File: src/sv/dsc_pkg.sv
// Package for the display scaler setup block: write targets, coefficient
// tables and the record that travels beside the ratio dividers.
// No dependencies.
`timescale 1ns / 1ps
`default_nettype none

package dsc_pkg;

  localparam int DIM_W  = 13;
  localparam int POS_W  = 12;
  localparam int TGT_W  = 4;
  localparam int WORD_W = 32;
  localparam int COEF_N = 8;
  localparam int AREA_W = 2 * DIM_W;

  localparam logic [TGT_W-1:0] TGT_HRATIO = 4'd0;
  localparam logic [TGT_W-1:0] TGT_VRATIO = 4'd1;
  localparam logic [TGT_W-1:0] TGT_COEF0  = 4'd2;
  localparam logic [TGT_W-1:0] TGT_LAYER  = 4'd10;
  localparam logic [TGT_W-1:0] TGT_ISIZE  = 4'd11;
  localparam logic [TGT_W-1:0] TGT_OSIZE  = 4'd12;
  localparam logic [TGT_W-1:0] TGT_CROP   = 4'd13;
  localparam logic [TGT_W-1:0] TGT_POS    = 4'd14;

  typedef enum logic [1:0] {
    COEF_SHARP,
    COEF_MID,
    COEF_SOFT
  } dsc_coef_sel_t;

  typedef struct packed {
    dsc_coef_sel_t    sel;
    logic [POS_W-1:0] sw_m1;
    logic [POS_W-1:0] sh_m1;
    logic [POS_W-1:0] dw_m1;
    logic [POS_W-1:0] dh_m1;
    logic [POS_W-1:0] dx;
    logic [POS_W-1:0] dy;
  } dsc_side_t;

  localparam logic [WORD_W-1:0] COEF_SHARP_TBL [COEF_N] = '{
    32'h0000_4000, 32'hFF07_3EFC, 32'hFE10_38FA, 32'hFC1B_30F9,
    32'hFA26_26FA, 32'hF930_1BFC, 32'hFA38_10FE, 32'hFC3E_07FF
  };
  localparam logic [WORD_W-1:0] COEF_MID_TBL [COEF_N] = '{
    32'h0000_4000, 32'h0008_3800, 32'h0010_3000, 32'h0018_2800,
    32'h0020_2000, 32'h0028_1800, 32'h0030_1000, 32'h0038_0800
  };
  localparam logic [WORD_W-1:0] COEF_SOFT_TBL [COEF_N] = '{
    32'h0010_2010, 32'h0212_1E0E, 32'h0414_1C0C, 32'h0616_1A0A,
    32'h0818_1808, 32'h0A1A_1606, 32'h0C1C_1404, 32'h0E1E_1202
  };

  function automatic logic [WORD_W-1:0] coef_word(input dsc_coef_sel_t sel,
                                                  input logic [2:0] idx);
    logic [WORD_W-1:0] w;
    unique case (sel)
      COEF_SHARP: w = COEF_SHARP_TBL[idx];
      COEF_MID:   w = COEF_MID_TBL[idx];
      default:    w = COEF_SOFT_TBL[idx];
    endcase
    return w;
  endfunction

endpackage

`default_nettype wire

File: src/sv/dsc_prep.sv
// Front stages: clamp dimensions, form area products and ratio dividends,
// pick the coefficient set. Depends on dsc_pkg.
`timescale 1ns / 1ps
`default_nettype none

module dsc_prep #(
  parameter int SCALE_ONE = 8192,
  parameter int MAX_DIM   = 4096,
  parameter int NUM_W     = 26
) (
  input  wire                          clk,
  input  wire                          rst_n,
  input  wire                          adv,
  input  wire                          in_vld,
  input  wire  [dsc_pkg::DIM_W-1:0]    src_width,
  input  wire  [dsc_pkg::DIM_W-1:0]    src_height,
  input  wire  [dsc_pkg::POS_W-1:0]    dst_xpos,
  input  wire  [dsc_pkg::POS_W-1:0]    dst_ypos,
  input  wire  [dsc_pkg::DIM_W-1:0]    dst_width,
  input  wire  [dsc_pkg::DIM_W-1:0]    dst_height,
  output logic                         out_vld,
  output logic [NUM_W-1:0]             num_h,
  output logic [NUM_W-1:0]             num_v,
  output logic [dsc_pkg::DIM_W-1:0]    den_h,
  output logic [dsc_pkg::DIM_W-1:0]    den_v,
  output dsc_pkg::dsc_side_t           side
);
  import dsc_pkg::*;

  localparam int CMP_W = AREA_W + 5;

  function automatic logic [DIM_W-1:0] clamp_dim(input logic [DIM_W-1:0] v);
    logic [DIM_W-1:0] r;
    if (v == '0) begin
      r = DIM_W'(1);
    end else if (v > DIM_W'(MAX_DIM)) begin
      r = DIM_W'(MAX_DIM);
    end else begin
      r = v;
    end
    return r;
  endfunction

  logic                v1_r, v2_r, v3_r;
  logic [DIM_W-1:0]    sw1_r, sh1_r, dw1_r, dh1_r;
  logic [POS_W-1:0]    dx1_r, dy1_r;
  logic [AREA_W-1:0]   as2_r, ad2_r;
  logic [NUM_W-1:0]    nh2_r, nv2_r, nh3_r, nv3_r;
  logic [DIM_W-1:0]    dw2_r, dh2_r, dw3_r, dh3_r;
  dsc_side_t           side2_r, side3_r;
  dsc_side_t           side3_nxt;
  logic [CMP_W-1:0]    ten_a, b11, b21;
  dsc_coef_sel_t       sel_nxt;

  always_comb begin
    ten_a = (CMP_W'(as2_r) << 3) + (CMP_W'(as2_r) << 1);
    b11   = (CMP_W'(ad2_r) << 3) + (CMP_W'(ad2_r) << 1) + CMP_W'(ad2_r);
    b21   = (CMP_W'(ad2_r) << 4) + (CMP_W'(ad2_r) << 2) + CMP_W'(ad2_r);
    priority if (ten_a < b11) begin
      sel_nxt = COEF_SHARP;
    end else if (ten_a < b21) begin
      sel_nxt = COEF_MID;
    end else begin
      sel_nxt = COEF_SOFT;
    end
    side3_nxt     = side2_r;
    side3_nxt.sel = sel_nxt;
  end

  always_ff @(posedge clk) begin
    if (!rst_n) begin
      v1_r <= 1'b0;
      v2_r <= 1'b0;
      v3_r <= 1'b0;
    end else if (adv) begin
      v1_r <= in_vld;
      v2_r <= v1_r;
      v3_r <= v2_r;
    end
  end

  always_ff @(posedge clk) begin
    if (adv) begin
      sw1_r <= clamp_dim(src_width);
      sh1_r <= clamp_dim(src_height);
      dw1_r <= clamp_dim(dst_width);
      dh1_r <= clamp_dim(dst_height);
      dx1_r <= dst_xpos;
      dy1_r <= dst_ypos;

      as2_r <= AREA_W'(sw1_r) * AREA_W'(sh1_r);
      ad2_r <= AREA_W'(dw1_r) * AREA_W'(dh1_r);
      nh2_r <= NUM_W'(sw1_r) * NUM_W'(SCALE_ONE) + NUM_W'(dw1_r) - NUM_W'(1);
      nv2_r <= NUM_W'(sh1_r) * NUM_W'(SCALE_ONE) + NUM_W'(dh1_r) - NUM_W'(1);
      dw2_r <= dw1_r;
      dh2_r <= dh1_r;
      side2_r.sel   <= COEF_SHARP;
      side2_r.sw_m1 <= POS_W'(sw1_r - DIM_W'(1));
      side2_r.sh_m1 <= POS_W'(sh1_r - DIM_W'(1));
      side2_r.dw_m1 <= POS_W'(dw1_r - DIM_W'(1));
      side2_r.dh_m1 <= POS_W'(dh1_r - DIM_W'(1));
      side2_r.dx    <= dx1_r;
      side2_r.dy    <= dy1_r;

      nh3_r   <= nh2_r;
      nv3_r   <= nv2_r;
      dw3_r   <= dw2_r;
      dh3_r   <= dh2_r;
      side3_r <= side3_nxt;
    end
  end

  assign out_vld = v3_r;
  assign num_h   = nh3_r;
  assign num_v   = nv3_r;
  assign den_h   = dw3_r;
  assign den_v   = dh3_r;
  assign side    = side3_r;

endmodule

`default_nettype wire

File: src/sv/dsc_div.sv
// Pipelined restoring dividers for the horizontal and vertical ratios,
// up to STEP_N quotient bits per stage, with the request record alongside.
// Depends on dsc_pkg.
`timescale 1ns / 1ps
`default_nettype none

module dsc_div #(
  parameter int NUM_W  = 26,
  parameter int STEP_N = 4
) (
  input  wire                          clk,
  input  wire                          rst_n,
  input  wire                          adv,
  input  wire                          in_vld,
  input  wire  [NUM_W-1:0]             num_h,
  input  wire  [NUM_W-1:0]             num_v,
  input  wire  [dsc_pkg::DIM_W-1:0]    den_h,
  input  wire  [dsc_pkg::DIM_W-1:0]    den_v,
  input  dsc_pkg::dsc_side_t           side_in,
  output logic                         out_vld,
  output logic [NUM_W-1:0]             quo_h,
  output logic [NUM_W-1:0]             quo_v,
  output dsc_pkg::dsc_side_t           side_out
);
  import dsc_pkg::*;

  localparam int STG_N = (NUM_W + STEP_N - 1) / STEP_N;

  function automatic logic [DIM_W+NUM_W-1:0] div_steps(
    input logic [DIM_W-1:0] rem,
    input logic [NUM_W-1:0] nq,
    input logic [DIM_W-1:0] den,
    input int               base
  );
    logic [DIM_W:0]   t;
    logic [DIM_W-1:0] r;
    logic [NUM_W-1:0] q;
    r = rem;
    q = nq;
    for (int j = 0; j < STEP_N; j++) begin
      if (base + j < NUM_W) begin
        t = {r, q[NUM_W-1]};
        q = q << 1;
        if (t >= {1'b0, den}) begin
          r    = DIM_W'(t - {1'b0, den});
          q[0] = 1'b1;
        end else begin
          r = t[DIM_W-1:0];
        end
      end
    end
    return {r, q};
  endfunction

  logic             vld_r  [STG_N];
  logic [DIM_W-1:0] rh_r   [STG_N];
  logic [DIM_W-1:0] rv_r   [STG_N];
  logic [NUM_W-1:0] qh_r   [STG_N];
  logic [NUM_W-1:0] qv_r   [STG_N];
  logic [DIM_W-1:0] dh_r   [STG_N];
  logic [DIM_W-1:0] dv_r   [STG_N];
  dsc_side_t        side_r [STG_N];

  for (genvar s = 0; s < STG_N; s++) begin : g_stg
    logic             vld_i;
    logic [DIM_W-1:0] rh_i, rv_i, dh_i, dv_i;
    logic [NUM_W-1:0] qh_i, qv_i;
    dsc_side_t        side_i;
    logic [DIM_W+NUM_W-1:0] h_nxt, v_nxt;

    if (s == 0) begin : g_head
      assign vld_i  = in_vld;
      assign rh_i   = '0;
      assign rv_i   = '0;
      assign qh_i   = num_h;
      assign qv_i   = num_v;
      assign dh_i   = den_h;
      assign dv_i   = den_v;
      assign side_i = side_in;
    end else begin : g_body
      assign vld_i  = vld_r[s-1];
      assign rh_i   = rh_r[s-1];
      assign rv_i   = rv_r[s-1];
      assign qh_i   = qh_r[s-1];
      assign qv_i   = qv_r[s-1];
      assign dh_i   = dh_r[s-1];
      assign dv_i   = dv_r[s-1];
      assign side_i = side_r[s-1];
    end

    assign h_nxt = div_steps(rh_i, qh_i, dh_i, s * STEP_N);
    assign v_nxt = div_steps(rv_i, qv_i, dv_i, s * STEP_N);

    always_ff @(posedge clk) begin
      if (!rst_n) begin
        vld_r[s] <= 1'b0;
      end else if (adv) begin
        vld_r[s] <= vld_i;
      end
    end

    always_ff @(posedge clk) begin
      if (adv) begin
        rh_r[s]   <= h_nxt[DIM_W+NUM_W-1:NUM_W];
        qh_r[s]   <= h_nxt[NUM_W-1:0];
        rv_r[s]   <= v_nxt[DIM_W+NUM_W-1:NUM_W];
        qv_r[s]   <= v_nxt[NUM_W-1:0];
        dh_r[s]   <= dh_i;
        dv_r[s]   <= dv_i;
        side_r[s] <= side_i;
      end
    end
  end

  assign out_vld  = vld_r[STG_N-1];
  assign quo_h    = qh_r[STG_N-1];
  assign quo_v    = qv_r[STG_N-1];
  assign side_out = side_r[STG_N-1];

endmodule

`default_nettype wire

File: src/sv/dsc_emit.sv
// Write sequencer: holds one finished request and plays out its fifteen
// register write beats in target order. Depends on dsc_pkg.
`timescale 1ns / 1ps
`default_nettype none

module dsc_emit #(
  parameter int NUM_W = 26
) (
  input  wire                           clk,
  input  wire                           rst_n,
  input  wire                           in_vld,
  output logic                          in_rdy,
  input  wire  [NUM_W-1:0]              quo_h,
  input  wire  [NUM_W-1:0]              quo_v,
  input  dsc_pkg::dsc_side_t            side,
  output logic                          out_valid,
  input  wire                           out_stall,
  output logic [dsc_pkg::TGT_W-1:0]     out_target,
  output logic [dsc_pkg::WORD_W-1:0]    out_value,
  output logic                          out_last
);
  import dsc_pkg::*;

  logic              ev_r;
  logic [TGT_W-1:0]  cnt_r;
  logic [NUM_W-1:0]  hr_r, vr_r;
  dsc_side_t         rec_r;
  logic              beat_done;
  logic              end_beat;
  logic              load;

  assign end_beat  = (cnt_r == TGT_POS);
  assign beat_done = ev_r && !out_stall;
  assign in_rdy    = !ev_r || (beat_done && end_beat);
  assign load      = in_vld && in_rdy;

  always_ff @(posedge clk) begin
    if (!rst_n) begin
      ev_r  <= 1'b0;
      cnt_r <= TGT_HRATIO;
    end else if (load) begin
      ev_r  <= 1'b1;
      cnt_r <= TGT_HRATIO;
    end else if (beat_done) begin
      if (end_beat) begin
        ev_r <= 1'b0;
      end else begin
        cnt_r <= cnt_r + TGT_W'(1);
      end
    end
  end

  always_ff @(posedge clk) begin
    if (load) begin
      hr_r  <= quo_h;
      vr_r  <= quo_v;
      rec_r <= side;
    end
  end

  always_comb begin
    unique case (cnt_r)
      TGT_HRATIO: out_value = WORD_W'(hr_r);
      TGT_VRATIO: out_value = WORD_W'(vr_r);
      TGT_LAYER:  out_value = '0;
      TGT_ISIZE:  out_value = {4'd0, rec_r.sh_m1, 4'd0, rec_r.sw_m1};
      TGT_OSIZE:  out_value = {4'd0, rec_r.dh_m1, 4'd0, rec_r.dw_m1};
      TGT_CROP:   out_value = {4'd0, rec_r.dh_m1, 4'd0, rec_r.dw_m1};
      TGT_POS:    out_value = {4'd0, rec_r.dy, 4'd0, rec_r.dx};
      default:    out_value = coef_word(rec_r.sel, 3'(cnt_r - TGT_COEF0));
    endcase
  end

  assign out_valid  = ev_r;
  assign out_target = cnt_r;
  assign out_last   = end_beat;

endmodule

`default_nettype wire

File: src/sv/display_scaler_setup.sv
// Display scaler setup, top level: prep stages, ratio dividers and the
// write sequencer. Depends on dsc_pkg, dsc_prep, dsc_div and dsc_emit.
//
// Each accepted request produces fifteen write beats on the out_ channel,
// targets 0 through 14 in order, out_last on the position write. The
// request goes through three front stages (clamp, products, coefficient
// set compare) and ceil(NUM_W/4) divider stages, seven at the default
// parameters, then the sequencer: with the sequencer idle, out_valid rises
// once the sequencer's register has loaded the request from the last divider
// stage. The sequencer plays one beat per cycle while out_stall is low and
// takes no new request until the last beat of the one it holds; the pipeline
// keeps taking requests until a request reaches the divider end behind a
// busy sequencer, which stalls every stage, and a request held at the pipeline
// end moves in on the same cycle as the last beat of the one before.
`timescale 1ns / 1ps
`default_nettype none

module display_scaler_setup #(
  parameter int SCALE_ONE = 8192,
  parameter int MAX_DIM   = 4096
) (
  input  wire                          clk,
  input  wire                          rst_n,
  input  wire                          in_valid,
  output logic                         in_stall,
  input  wire  [dsc_pkg::DIM_W-1:0]    in_src_width,
  input  wire  [dsc_pkg::DIM_W-1:0]    in_src_height,
  input  wire  [dsc_pkg::POS_W-1:0]    in_dst_xpos,
  input  wire  [dsc_pkg::POS_W-1:0]    in_dst_ypos,
  input  wire  [dsc_pkg::DIM_W-1:0]    in_dst_width,
  input  wire  [dsc_pkg::DIM_W-1:0]    in_dst_height,
  output logic                         out_valid,
  input  wire                          out_stall,
  output logic [dsc_pkg::TGT_W-1:0]    out_target,
  output logic [dsc_pkg::WORD_W-1:0]   out_value,
  output logic                         out_last
);
  import dsc_pkg::*;

  localparam int NUM_W = $clog2(MAX_DIM * (SCALE_ONE + 1));

  logic             adv;
  logic             prep_vld, div_vld, emit_rdy;
  logic [NUM_W-1:0] num_h, num_v, quo_h, quo_v;
  logic [DIM_W-1:0] den_h, den_v;
  dsc_side_t        prep_side, div_side;

  assign adv      = !div_vld || emit_rdy;
  assign in_stall = !adv;

  dsc_prep #(
    .SCALE_ONE (SCALE_ONE),
    .MAX_DIM   (MAX_DIM),
    .NUM_W     (NUM_W)
  ) u_prep (
    .clk        (clk),
    .rst_n      (rst_n),
    .adv        (adv),
    .in_vld     (in_valid),
    .src_width  (in_src_width),
    .src_height (in_src_height),
    .dst_xpos   (in_dst_xpos),
    .dst_ypos   (in_dst_ypos),
    .dst_width  (in_dst_width),
    .dst_height (in_dst_height),
    .out_vld    (prep_vld),
    .num_h      (num_h),
    .num_v      (num_v),
    .den_h      (den_h),
    .den_v      (den_v),
    .side       (prep_side)
  );

  dsc_div #(
    .NUM_W  (NUM_W),
    .STEP_N (4)
  ) u_div (
    .clk      (clk),
    .rst_n    (rst_n),
    .adv      (adv),
    .in_vld   (prep_vld),
    .num_h    (num_h),
    .num_v    (num_v),
    .den_h    (den_h),
    .den_v    (den_v),
    .side_in  (prep_side),
    .out_vld  (div_vld),
    .quo_h    (quo_h),
    .quo_v    (quo_v),
    .side_out (div_side)
  );

  dsc_emit #(
    .NUM_W (NUM_W)
  ) u_emit (
    .clk        (clk),
    .rst_n      (rst_n),
    .in_vld     (div_vld),
    .in_rdy     (emit_rdy),
    .quo_h      (quo_h),
    .quo_v      (quo_v),
    .side       (div_side),
    .out_valid  (out_valid),
    .out_stall  (out_stall),
    .out_target (out_target),
    .out_value  (out_value),
    .out_last   (out_last)
  );

endmodule

`default_nettype wire

File: config.mk
export PLATFORM = sky130hd
export DESIGN_NAME = display_scaler_setup
export DESIGN_NICKNAME = d
export VERILOG_FILES = /design/src/sv/dsc_pkg.sv /design/src/sv/dsc_prep.sv /design/src/sv/dsc_div.sv /design/src/sv/dsc_emit.sv /design/src/sv/display_scaler_setup.sv
export SDC_FILE = /design/constraint.sdc
export NUM_CORES = 2
export LEC_CHECK = 0
export ABC_AREA = 1
export BUFFER_PORTS_ARGS = -buffer_cell sky130_fd_sc_hd__buf_2
export CORE_MARGIN = 1
export CORE_UTILIZATION = 35
export CTS_BUF_LIST = sky130_fd_sc_hd__clkbuf_16
export DETAILED_ROUTE_END_ITERATION = 16
export REMOVE_ABC_BUFFERS = 1
export SLEW_MARGIN = 20
export SYNTH_ARGS = -nofsm -noshare
export SYNTH_HDL_FRONTEND = slang
export SYNTH_SLANG_ARGS = --single-unit
File: constraint.sdc
create_clock -name clk -period 33 [get_ports clk]
set_input_delay 0 -clock clk [delete_from_list [all_inputs] [get_ports clk]]
set_output_delay 0 -clock clk [all_outputs]
set_load 0.005 [all_outputs]
==> run_results.csv <==
group,metric,value,unit
setup_path,endpoint_kind,"flop",
setup_path,crit_top_cell,"nand2_1",
drt,wl,271000,um
clock_network,cts.sinks,1609,
setup_path,worstPathRequired,33.69,ns
yosys,synthAdderAreaFrac,0.171,
drt,routed-via-count,77700,
clock_network,cts_buffers,178,
sta,finalHoldViolCount,0,
yosys,synthSimpleGateAreaFrac,0.172,
min_path,hold_path.class,"in -> reg",
drt,drc,0,
placement,dpl.hpwl,212000,um
floorplanning,core.rowCount,203,
setup_path,timing.rr.end,"u_div.rh_r[3][12]",
cells_and_area,multiInputGateArea,52600,um2
yosys,synth-edff-count,1600,
placement,portBuffers,118,
sta,rsz0062_at_grt,"no",
cells_and_area,drive_gt1_frac,0.0594,
min_path,min_from,"in_dst_width[12]",
placement,dpl_worst_slack,23.41,ns
global_routing,grt_pass1_vias,75600,
setup_path,crit_path_max_fanout,21,
sta,final.setup.worst_slack,23.32,ns
setup_path,slowest_delay,0.62,ns
floorplanning,fp.dieH,557,um
clock_network,cts_tree,"built",
sta,setup_violations,0,
clock_network,clk_latency,0.85,ns
drt,wire_per_inst,17.0,um
setup_path,r2r_cells,47,
global_routing,met2_usage,0.284,
setup_path,r2r_slack,23.32,ns
placement,gp_congestion,0.912,
sta,fmax,0.103,GHz
global_routing,grt-busiest-layer,"met2",
drt,final_antenna_net_count,0,
sta,tightest_slew,1.07,ns
yosys,ys_ff_latch,1609,
yosys,avgSynthCellArea,9.42,um2
sta,finalMaxSlewViolations,0,
cells_and_area,ff_latch_area,48200,um2
yosys,synth-seq-area-share,0.447,
setup_path,cp.arrival,10.37,ns
clock_network,clock-root-buffer,"clkbuf_16",
yosys,async_flop_share,0,
yosys,synth_top_family_by_area,"simple AND/OR/NAND/NOR gates",
global_routing,grt_util_met3,0.0223,
run,drv_cap,0,
sta,hold_slack,0.0576,ns
sta,fin_crit_sh,0.293,
yosys,synth-compound-area-share,0.0898,
yosys,synth_mux_area_frac,0.000835,
floorplanning,io_pins,119,
drt,firstDrtPassIters,7,
floorplanning,start_util,0.352,
yosys,yosys.area_share.xor_xnor,0.0540,
global_routing,grt_pass1_wl,422000,um
yosys,yosysWarnings,0,
sta,post-route-min-period,9.68,ns
drt,vias_per_cell,4.86,
setup_path,worstSetupPathType,"reg -> reg",
global_routing,grt-ovfl-total,0,
drt,drt_first_iter_violations,5543,
cells_and_area,nNetsFinal,13100,
clock_network,cts_max_path_buffers,4,
setup_path,r2r_start,"u_div.dh_r[2][1]",
setup_path,critical_path.slowest_cell,"nand3_1",
yosys,yosys_most_used_dff,"edfxtp_1",
global_routing,met1_usage,0.234,
min_path,whs_path_depth,2,
sta,finalClockSkew,0.0989,ns
global_routing,grt_usage,0.173,
min_path,worstHoldEndpoint,"u_prep.dw1_r[12]",
yosys,yosysUniqueCellTypes,69,
setup_path,cp-start-kind,"flop",
outcome,outcome,"completed",
global_routing,antenna_found_initial,18,
yosys,synth_area,108000,um2
global_routing,grt_max_degree,205,
sta,slew_headroom,0.284,
floorplanning,die_area,311000,um2
cells_and_area,areaGrowthSynthToFinish,11.3,%
yosys,syn_inst,11500,
clock_network,path_clk_slew,0.07,ns
cells_and_area,n_fill_cell,30400,
floorplanning,core,306000,um2
floorplanning,die_w,557,um
clock_network,htree_levels,4,
-- worst max-delay path by stage --
stage | slack (ns) | end | startpoint
3_3_place_gp | 23.50 | u_div.rh_r[3][6] | u_div.dh_r[2][1]
2_1_floorplan | -3.68 | u_prep.out_vld | u_emit.out_target[0]
4_1_cts | 23.37 | u_div.rh_r[3][12] | u_div.dh_r[2][1]
5_1_grt | 22.37 | u_div.rh_r[3][6] | u_div.dh_r[2][1]
3_5_place_dp | 23.41 | u_div.rh_r[3][12] | u_div.dh_r[2][1]
6_report | 23.32 | u_div.rh_r[3][12] | u_div.dh_r[2][1]
-- synth_stat cells (all sizes together) (48+ instances only) --
cell	instances	share of area
a21boi	49	0.0034
a21o	65	0.0045
a21oi	711	0.034
a31oi	48	0.0028
buf	92	0.0063
clkbuf	115	0.0040
edfxtp	1600	0.45
fa	317	0.059
ha	964	0.11
inv	1583	0.055
nand2	2873	0.10
nand3	470	0.025
nand4	145	0.0085
nor2	729	0.026
nor3	89	0.0042
o21ai	591	0.029
o21bai	49	0.0034
xnor2	273	0.022
xor2	392	0.032
-- stage by stage --
| stage | util | instances | cell area [um2] | setup TNS [ns] |
|---|---|---|---|---|
| after global placement | 0.369 | 15500 | 113000 | 0 |
| final | 0.392 | 16000 | 120000 | 0 |
| after floorplan | - | 11200 | 107000 | -28.30 |
| after global routing | 0.392 | 16000 | 120000 | 0 |
| after detailed placement | 0.369 | 15500 | 113000 | 0 |
| after CTS | 0.392 | 16000 | 120000 | 0 |
-- per-layer routing --
layer  part of all wire  up-vias
li1                   -    39200
met1               0.46    36400
met2               0.46     1617
met3              0.047      424
met4              0.036       10
met5            0.00022        -
-- cells by family after synthesis --
logic type / after synthesis
simple gates: 4417
buf+inv: 1792
flops: 1609
mux: 8
fa+ha+maj: 1285
xor+xnor: 665
compound gates: 1679
-- cells in the final DEF, fill, tap and decap left out, types with 48 or more instances in the layout --
cell | Yosys | final
a21oi_1 | 688 | 687
nand2_1 | 2838 | 2838
o21ai_0 | 427 | 427
ha_1 | 964 | 964
clkbuf_16 | 0 | 180
a31oi_1 | 48 | 48
nand4_1 | 144 | 144
nor2_1 | 700 | 696
xnor2_1 | 273 | 273
o21ai_2 | 55 | 55
edfxtp_1 | 1600 | 1600
buf_4 | 36 | 51
dlygate4sd3_1 | 0 | 145
buf_2 | 29 | 118
nor3_1 | 87 | 87
o21ai_1 | 109 | 109
o21bai_1 | 49 | 49
xor2_1 | 392 | 392
inv_1 | 1548 | 1571
a21o_1 | 65 | 65
fa_1 | 317 | 317
nand3_1 | 421 | 421
-- cell type report --
class,count,area share
repair buffers,316,0.0205
inverters,1585,0.0497
diodes,2,0.0000417
well taps,4100,0.0427
multi-input cells,8054,0.438
clock buffers,180,0.0375
flip-flops and latches,1609,0.402
clock inverters,139,0.00962
-- worst max-delay path: cells and delay by family, from the launching register on --
kind            cells  cell delay (ns)
compound gates     11             2.12
simple gates       25             3.61
buf+inv             7             1.71
fa+ha+maj           4             1.62
flops               1             0.52
-- sequential cells by signal, indices dropped and copies added, names as in the netlist, 72 cells and up --
signal        cells
u_div.dh_r       78
u_div.dv_r       78
u_div.qh_r      128
u_div.qv_r      143
u_div.rh_r       78
u_div.rv_r       78
u_div.side_r    503
u_emit.rec_r     74
u_prep.side      72
-- what timing repair did --
action | CTS | global route
hold buffers | 145 | 0
endpoints found under the hold margin | 97 | 0
setup buffers | 0 | 0
gates resized for setup | 0 | 0
Power is left out: the tool's default activity adds up to more than one toggle a clock period on the data nets, which glitch-free logic cannot reach.
